<file path="src/sv/deq_ram.sv">
// Generic single-write, single-read RAM with registered read data.
`timescale 1ns / 1ps
module deq_ram #(
  parameter int WIDTH = 8,
  parameter int DEPTH = 16
) (
  input  logic                     clk,
  input  logic                     wr_en,
  input  logic [$clog2(DEPTH)-1:0] wr_addr,
  input  logic [WIDTH-1:0]         wr_data,
  input  logic                     rd_en,
  input  logic [$clog2(DEPTH)-1:0] rd_addr,
  output logic [WIDTH-1:0]         rd_data
);

  logic [WIDTH-1:0] mem [DEPTH];

  // Write port
  always_ff @(posedge clk) begin
    if (wr_en) begin
      mem[wr_addr] <= wr_data;
    end
  end

  // Registered read port
  always_ff @(posedge clk) begin
    if (rd_en) begin
      rd_data <= mem[rd_addr];
    end
  end

endmodule

</file>
<file path="config.mk">
export PLATFORM = sky130hd
export DESIGN_NAME = deq_ram
export DESIGN_NICKNAME = d
export VERILOG_FILES = /design/src/sv/deq_ram.sv
export SDC_FILE = /design/constraint.sdc
export NUM_CORES = 1
export LEC_CHECK = 0
export BUFFER_PORTS_ARGS = -buffer_cell sky130_fd_sc_hd__buf_2
export CAP_MARGIN = 20
export CELL_PAD_IN_SITES_DETAIL_PLACEMENT = 0
export CELL_PAD_IN_SITES_GLOBAL_PLACEMENT = 1
export CORE_UTILIZATION = 48
export CTS_BUF_LIST = sky130_fd_sc_hd__clkbuf_16
export CTS_CLUSTER_DIAMETER = 100
export DETAILED_ROUTE_END_ITERATION = 7
export HOLD_SLACK_MARGIN = 0.05
export PLACE_DENSITY = 0.84
export SLEW_MARGIN = 20
export SYNTH_ARGS = -nofsm -noshare
export SYNTH_HDL_FRONTEND = slang
export SYNTH_SLANG_ARGS = --single-unit
</file>
<file path="constraint.sdc">
create_clock -name clk -period 1.6 [get_ports clk]
set_clock_uncertainty 0.05 [all_clocks]
set_input_delay 0 -clock clk [delete_from_list [all_inputs] [get_ports clk]]
set_output_delay 0 -clock clk [all_outputs]
set_load 0.02 [all_outputs]
</file>
==> impl_metrics.tcl <==
set metrics [dict create \
    clockRootBuffer "clkbuf_16" \
    die_height_um 106 \
    numPortBuffers 26 \
    peakVddDrop_mv 0.790 \
    syn_inst 229 \
    p_leak_nw 2.14 \
    antenna_left 0 \
    grt_setup_unrepaired "false" \
    htree_levels 4 \
    num_vias 2538 \
    period_share_pct 96.4 \
    crit_chain "mux4_2 -> a22oi_1 -> nand2_1" \
    hold_viol_final 0 \
    maxSlewHeadroom_pct 73.1 \
    min_period_ns 1.54 \
    critPathArrivalTime_ns 1.64 \
    max_clock_freq_mhz 648 \
    drive_gt1_share_pct 31.5 \
    syn_area_um2 5230 \
    critPathLaunchType "register" \
    antenna_found_initial 0 \
    cts_sinks 136 \
    post-cts-setup-buffers 0 \
    grt_usage_pct 19.8 \
    n_antenna_cell 0 \
    drtIter0Drc 241 \
    slew_violations 0 \
    clk_pin_slew_worst_paths_ns 0.06 \
    end_kind "register" \
    clk_latency_ns 0.41 \
    rows 37 \
    io_pins 27 \
    drt-pass1-iter-count 4 \
    worstPathMaxFanout 1 \
    first_global_vias 2678 \
    powerDensity_nw_per_um2 1260 \
    synth-seq-area-share_pct 78.1 \
    cts_buffers 17 \
    ys_types 18 \
    drv_cap 0 \
    grt_max_degree 33 \
    clockBufferDepth 2 \
    place.gp.congestion 0.722 \
    max_stage_delay_ns 0.48 \
    setup_viol 0 \
    status "finished, final reports clean" \
    synth_area_per_cell_um2 22.8 \
    dp.cells 403 \
    worstMarginPinSlew_ns 0.404 \
    initial_core_util_pct 50.0 \
    wl_um 9960 \
    holdWs_ns 0.106 \
    grt_pass1_wl_um 15400 \
    area_delta_synth_final_pct 20.1 \
    tritoncts "yes" \
    via_per_inst 5.72 \
    synthesis.nets 248 \
    stdcell_count 444 \
    ys_warn_count 0 \
    drc 0 \
    slowest_stage "mux4_2" \
    hpwl_um 6130 \
    worst-setup-path-type "register to register" \
    core_um2 10500 \
    finalPower_w 0.00793 \
    grt_overflow 0 \
    worstHoldPathType "input port to register" \
    wl_per_cell_um 22.4 \
    filler_cell_count 742 \
    fin_nets 314 \
    path_delay_family "multiplexers" \
    setup-tns-final_ns 0 \
    cp_data_required_time_ns 1.70 \
    die_x_um 106 \
    cp_num_buf_inv 0 \
    ys_ff_latch 136 \
    die_area_um2 11300 \
]
==> final timing paths <==
kind,start,slack [ns],cells after the start,end
worst min register to register,mem[4][2]$_DFFE_PP_,0.72,3,rd_data[2]$_DFFE_PP_
worst max-delay path,mem[3][7]$_DFFE_PP_,0.06,3,rd_data[7]$_DFFE_PP_
worst max register to register,mem[3][7]$_DFFE_PP_,0.06,3,rd_data[7]$_DFFE_PP_
worst min-delay path,wr_addr[0],0.11,3,mem[8][7]$_DFFE_PP_
==> registers in the layout (all words and copies together) (netlist names) <==
register	flops
mem	128
rd_data	8
==> power by group <==
group	leakage, nW	internal (W)	switching, W
clock	0.264	0.00210	0.00138
combinational	0.641	0.000180	0.000229
sequential	1.24	0.00402	0.0000237
total	2.14	0.00630	0.00163
==> layer usage <==
metal  track usage, %  wire length [um]  part of all wire (%)  vias to the layer above
li1                 -                 -                     -                     1112
met1             27.1              4140                    42                     1315
met2             30.8              4910                    49                      107
met3             4.41               830                   8.3                        4
met4             9.03                76                  0.76                        0
met5                0                 0                     0                        -
==> synth_stat cells <==
library cell	n	area share (%)
buf_6	3	0.65
nand3_1	1	0.096
and2b_1	1	0.14
and2_1	1	0.12
nor3_1	4	0.38
edfxtp_1	136	78
nor2b_1	1	0.12
nor2_1	13	0.93
clkdlybuf4s25_2	3	0.57
a22oi_1	16	2.3
buf_4	1	0.14
mux4_2	18	7.8
nand2b_1	2	0.24
buf_2	3	0.29
nand3b_1	2	0.29
nand2_1	9	0.65
mux4_1	14	7.0
or3b_2	1	0.17
==> placed cells by master, fill, tap and decap left out, drive strengths merged, types with 2 or more instances in the layout <==
master / count
edfxtp: 136
buf: 48
mux4: 32
clkbuf: 17
a22oi: 16
nor2: 13
clkinv: 12
nand2: 9
dlygate4sd3: 9
nor3: 4
nand3b: 2
nand2b: 2
clkinvlp: 2
==> cell families after synthesis <==
logic type | count (synthesis) | share of synthesized area (%)
flip-flops | 136 | 78.1
AND/OR/NAND/NOR | 35 | 3.14
multiplexers | 32 | 14.8
AO/OA/AOI/OAI | 16 | 2.30
buffers and inverters | 10 | 1.65
==> layout make-up <==
type	count	area (um^2)	area share (%)
sequential	136	4080	65.1
multi-input combinational	83	1060	16.9
clock buffer	17	425	6.78
timing repair buffer	57	423	6.74
tap	136	170	2.71
clock inverter	15	113	1.79
==> per-stage QoR <==
step / setup WS [ns] / utilization [%] / cell area (um^2)
finish: 0.0570 / 60.0 / 6280
global route: 0.0117 / 60.0 / 6280
CTS: 0.0311 / 59.9 / 6270
detailed placement: -0.0381 / 53.9 / 5640
global placement: -0.00712 / 53.9 / 5640
floorplan: 0.0571 / - / 5230
==> worst min-delay path: cells and delay by family <==
family / cells / cell delay [ns]
buffers and inverters: 2 / 0.32
AND/OR/NAND/NOR: 1 / 0.06
==> what timing repair did <==
item / CTS / global route
endpoints found under the setup margin: 0 / 1
hold endpoints to repair: 136 / 0
gates resized for setup: 0 / 1
hold buffers: 9 / 0
(Power assumes the default switching activity.)
