## config.mk

```make
export PLATFORM = sky130hd
export DESIGN_NAME = deq_ctrl
export DESIGN_NICKNAME = d
export VERILOG_FILES = /design/src/sv/deq_pkg.sv /design/src/sv/deq_ctrl.sv
export SDC_FILE = /design/constraint.sdc
export NUM_CORES = 1
export LEC_CHECK = 0
export CAP_MARGIN = 20
export CORE_AREA = 2 2 39 41
export CTS_BUF_LIST = sky130_fd_sc_hd__clkbuf_16
export DETAILED_ROUTE_END_ITERATION = 10
export DIE_AREA = 0 0 41 43
export DONT_BUFFER_PORTS = 1
export PLACE_DENSITY = 0.52
export SYNTH_ARGS = -nofsm -noshare
export SYNTH_HDL_FRONTEND = slang
export SYNTH_SLANG_ARGS = --single-unit
```

## constraint.sdc

```tcl
create_clock -name clk -period 1.8 [get_ports clk]
set_input_delay 0.18 -clock clk [delete_from_list [all_inputs] [get_ports clk]]
set_output_delay 0.18 -clock clk [all_outputs]
set_load 0.005 [all_outputs]
```

## src/sv/deq_pkg.sv

```systemverilog
// Shared types, codes and widths of the due-time ordered event queue.
`timescale 1ns / 1ps
package deq_pkg;

  localparam int TIME_W          = 32;
  localparam int TAG_W           = 16;
  localparam int STAT_W          = 2;
  localparam int OCC_W           = 5;
  localparam int ENTRY_W         = TIME_W + TAG_W;
  localparam int QUEUE_DEPTH_DEF = 16;

  // Command codes on the input word
  localparam logic CMD_INSERT = 1'b0;
  localparam logic CMD_TICK   = 1'b1;

  // Status codes on the result word
  typedef enum logic [STAT_W-1:0] {
    STAT_INSERTED = 2'd0,
    STAT_DROPPED  = 2'd1,
    STAT_FIRED    = 2'd2,
    STAT_NONE_DUE = 2'd3
  } deq_status_t;

  // Sequencer states
  typedef enum logic [2:0] {
    S_IDLE,
    S_INS_RD,
    S_INS_CMP,
    S_INS_PUT,
    S_TCK_RD,
    S_TCK_CMP,
    S_RESP
  } deq_state_t;

  // Datapath status seen by the sequencer
  typedef struct packed {
    logic in_fire;
    logic is_tick;
    logic full;
    logic empty;
    logic cmp_gt;
    logic k_last;
    logic out_free;
  } deq_stat_t;

  // Control strobes from the sequencer to the datapath
  typedef struct packed {
    logic        in_ready;
    logic        load_item;
    logic        rd_en;
    logic        rd_head;
    logic        wr_en;
    logic        wr_new;
    logic        wr_base;
    logic        k_dec;
    logic        count_inc;
    logic        count_dec;
    logic        head_adv;
    logic        res_load;
    logic        res_take_head;
    deq_status_t res_code;
    logic        out_load;
  } deq_ctrl_t;

endpackage

```

## src/sv/deq_ctrl.sv

```systemverilog
// Sequencer that drives the shared compare unit and the entry RAM.
`timescale 1ns / 1ps
module deq_ctrl
  import deq_pkg::*;
(
  input  logic      clk,
  input  logic      rst_n,
  input  deq_stat_t stat,
  output deq_ctrl_t ctrl
);

  deq_state_t state_r, state_nxt;

  // Hold state
  always_ff @(posedge clk) begin
    if (!rst_n) begin
      state_r <= S_IDLE;
    end else begin
      state_r <= state_nxt;
    end
  end

  // Next state
  always_comb begin
    state_nxt = state_r;
    case (state_r)
      S_IDLE: begin
        if (stat.in_fire) begin
          if (stat.is_tick) begin
            state_nxt = stat.empty ? S_RESP : S_TCK_RD;
          end else if (stat.full || stat.empty) begin
            state_nxt = S_RESP;
          end else begin
            state_nxt = S_INS_RD;
          end
        end
      end
      S_INS_RD:  state_nxt = S_INS_CMP;
      S_INS_CMP: begin
        if (!stat.cmp_gt) begin
          state_nxt = S_RESP;
        end else if (stat.k_last) begin
          state_nxt = S_INS_PUT;
        end else begin
          state_nxt = S_INS_RD;
        end
      end
      S_INS_PUT: state_nxt = S_RESP;
      S_TCK_RD:  state_nxt = S_TCK_CMP;
      S_TCK_CMP: state_nxt = S_RESP;
      S_RESP: begin
        if (stat.out_free) begin
          state_nxt = S_IDLE;
        end
      end
      default:   state_nxt = S_IDLE;
    endcase
  end

  // Control strobes
  always_comb begin
    ctrl = '0;
    ctrl.res_code = STAT_NONE_DUE;
    case (state_r)
      S_IDLE: begin
        ctrl.in_ready  = 1'b1;
        ctrl.load_item = stat.in_fire;
        if (stat.in_fire) begin
          if (stat.is_tick) begin
            // empty queue: nothing due
            ctrl.res_load = stat.empty;
            ctrl.res_code = STAT_NONE_DUE;
          end else if (stat.full) begin
            ctrl.res_load = 1'b1;
            ctrl.res_code = STAT_DROPPED;
          end else if (stat.empty) begin
            // first entry goes straight to the head slot
            ctrl.wr_en     = 1'b1;
            ctrl.wr_new    = 1'b1;
            ctrl.wr_base   = 1'b1;
            ctrl.count_inc = 1'b1;
            ctrl.res_load  = 1'b1;
            ctrl.res_code  = STAT_INSERTED;
          end
        end
      end
      S_INS_RD: begin
        ctrl.rd_en = 1'b1;
      end
      S_INS_CMP: begin
        ctrl.wr_en = 1'b1;
        if (stat.cmp_gt) begin
          // later entry moves up one slot
          ctrl.k_dec = 1'b1;
        end else begin
          ctrl.wr_new    = 1'b1;
          ctrl.count_inc = 1'b1;
          ctrl.res_load  = 1'b1;
          ctrl.res_code  = STAT_INSERTED;
        end
      end
      S_INS_PUT: begin
        ctrl.wr_en     = 1'b1;
        ctrl.wr_new    = 1'b1;
        ctrl.count_inc = 1'b1;
        ctrl.res_load  = 1'b1;
        ctrl.res_code  = STAT_INSERTED;
      end
      S_TCK_RD: begin
        ctrl.rd_en   = 1'b1;
        ctrl.rd_head = 1'b1;
      end
      S_TCK_CMP: begin
        ctrl.res_load = 1'b1;
        if (!stat.cmp_gt) begin
          ctrl.res_take_head = 1'b1;
          ctrl.count_dec     = 1'b1;
          ctrl.head_adv      = 1'b1;
          ctrl.res_code      = STAT_FIRED;
        end
      end
      S_RESP: begin
        ctrl.out_load = stat.out_free;
      end
      default: begin
        ctrl = '0;
      end
    endcase
  end

`ifndef SYNTH
  a_wr_only_insert: assert property (@(posedge clk) disable iff (!rst_n)
    ctrl.wr_en |-> (state_r == S_IDLE || state_r == S_INS_CMP || state_r == S_INS_PUT))
    else $error("entry write outside an insert");
  a_tick_read_then_cmp: assert property (@(posedge clk) disable iff (!rst_n)
    state_r == S_TCK_RD |=> state_r == S_TCK_CMP)
    else $error("head read not followed by its compare");
  a_out_load_free: assert property (@(posedge clk) disable iff (!rst_n)
    ctrl.out_load |-> (stat.out_free && state_r == S_RESP))
    else $error("result word loaded over a waiting word");
`endif

endmodule
```

==> reports/results.tsv <==
metric	value	unit
status	finished, final reports clean	
worstPathArrival	1440	ps
ios	25	
ir_drop	762	uV
top_register	state_r	
setup_violations	0	
post-route-min-period	1620	ps
p_total	0.987	mW
worst-setup-path-type	flop to primary output	
row_count	14	
setup_ws	178	ps
yosysUniqueCellTypes	31	
drc	0	
synth_area_leaders	dfxtp_1 (15%), a21oi_1 (8.5%), buf_4 (5.5%), buf_6 (5.5%), inv_1 (5.5%)	
largest_reg_flops	3	
cp.required	1620	ps
portBuffers	0	
syn_nets	67	
timing.hold.ws	77.1	ps
async_flop_share	0	
routed.top_layer	met3	
finalNonFillerCells	74	
ys_ff_latch	3	
syn_avg_cell_area	7.08	sq um
post_cts_buffers	0	
hold_viol_final	0	
period_share	0.901	
leakage	0.218	nW
hold_buffers	0	
antenna_found_initial	0	
worstPathCellList	or3_4 -> nor2_1 -> or2_2	
wirelength_met1	466	um
synth_top_cell_by_area	dfxtp_1	
synth_top_area_frac	0.146	
dr.pass1.iters	3	
path_buf_inv	0	
hold_path.class	primary input to flop	
htree_levels	1	
placed_cells	70	
postRouteAntennaNets	0	
drive_gt1_frac	0.207	
wl_met3	106	um
grt_max_degree	17	
cts_tree	yes	
grt_setup_unrepaired	no	
vias	401	
grt_pass1_wl	1.46	mm
ys_warn_count	0	
startpoint_type	flop	
wl_per_cell	14.1	um
cts_sinks	3	
nets	68	
crit_family	flip-flops	
place_congestion	0.697	
detailed_place_hpwl	752	um
pre_cts_ws	403	ps
max-slew-margin-rel	0.659	
first_global_vias	381	
placed_area	395	sq um
utilization	0.343	
design.core.area	1380	sq um
fp.dieW	41	um
wl	1.04	mm
dieArea	1760	sq um
path_max_fanout	16	
synth_ff_type	dfxtp_1	
critPathMaxStageDelay	630	ps
slew_violations	0	
synthToLayoutAreaGrowth	15.5	%
vias_per_cell	5.42	
clk_latency	220	ps
totalNegativeSetupSlack	0	ps
drt_iter0_markers	10	
met2WireLength	467	um
clockBufferDepth	2	
cp-end-kind	primary output	
top_regs	state_r: 3 flops	
fmax	617	MHz
cts-buffers-inserted	3	
n_fill_cell	157	
grt_overflow	0	
start_util	0.297	
finalInstanceArea	474	sq um
drv_cap	0	
fin_skew	1.63	ps
path_clk_slew	30	ps
worst_pin_slew	511	ps
powerDensity	2080	nW/um^2
syn_inst	58	
cts.repair.resized	0	
cts-root-buf	clkbuf_16	
diodes	0	
cpMaxStageDelayCell	dfxtp_1	
yosysSeqAreaShare	0.146	
synth_edf_count	0	
syn_area	410	sq um
die_h	43	um
grt_util_all_layers	0.123	
cells in the mapped netlist (2+ instances only):
| cell type | n |
|---|---|
| nor2_1 | 4 |
| nand2_1 | 4 |
| nand3_1 | 2 |
| o21ai_1 | 2 |
| inv_1 | 6 |
| buf_4 | 3 |
| dfxtp_1 | 3 |
| o21ai_0 | 3 |
| buf_6 | 2 |
| a21oi_1 | 7 |
| and2b_2 | 2 |
area by class of cell:
cell class	instances	area (sq um)	share of cell area
Sequential cell	3	60.1	0.127
Timing Repair Buffer	2	15.0	0.0317
Clock buffer	3	75.1	0.158
Tap cell	16	20.0	0.0422
Clock inverter	1	3.75	0.00792
Multi-Input combinational cell	43	278	0.586
Inverter	6	22.5	0.0475
per-layer routing:
layer / vias to the layer above / global-route usage
met5: - / 0
met1: 182 / 0.138
met4: 0 / 0.0800
met3: 0 / 0.0471
met2: 16 / 0.184
li1: 203 / -
power breakdown:
part	internal [mW]	total, mW	switching [mW]
sequential	0.0982	0.176	0.0775
clock	0.286	0.345	0.0584
combinational	0.219	0.467	0.248
cells in the final DEF, fill, tap and decap left out, types with 2 or more instances in the layout:
cell,count
nand3_1,2
and2b_2,2
dfxtp_1,3
a21oi_1,7
inv_1,7
o21ai_1,2
nand2_1,4
nor2_1,4
clkbuf_16,3
buf_4,2
o21ai_0,3
cells by family (layout without fill, tap and decap cells):
| logic type | count (synthesis) | in the layout | synth area share |
|---|---|---|---|
| AND/OR/NAND/NOR | 20 | 20 | 0.287 |
| XOR/XNOR | 2 | 2 | 0.0427 |
| buffers and inverters | 12 | 12 | 0.177 |
| AO/OA/AOI/OAI | 21 | 21 | 0.348 |
| flip-flops | 3 | 3 | 0.146 |
final timing paths:
check,startpoint,end,slack [ps],depth (start not counted)
max,state_r[1],ctrl[11],180,3
min,rst_n,state_r[2],80,1
max reg2reg,state_r[1],state_r[2],390,4
min reg2reg,state_r[2],state_r[0],710,3
No activity file was read; power rests on OpenSTA's default activity.
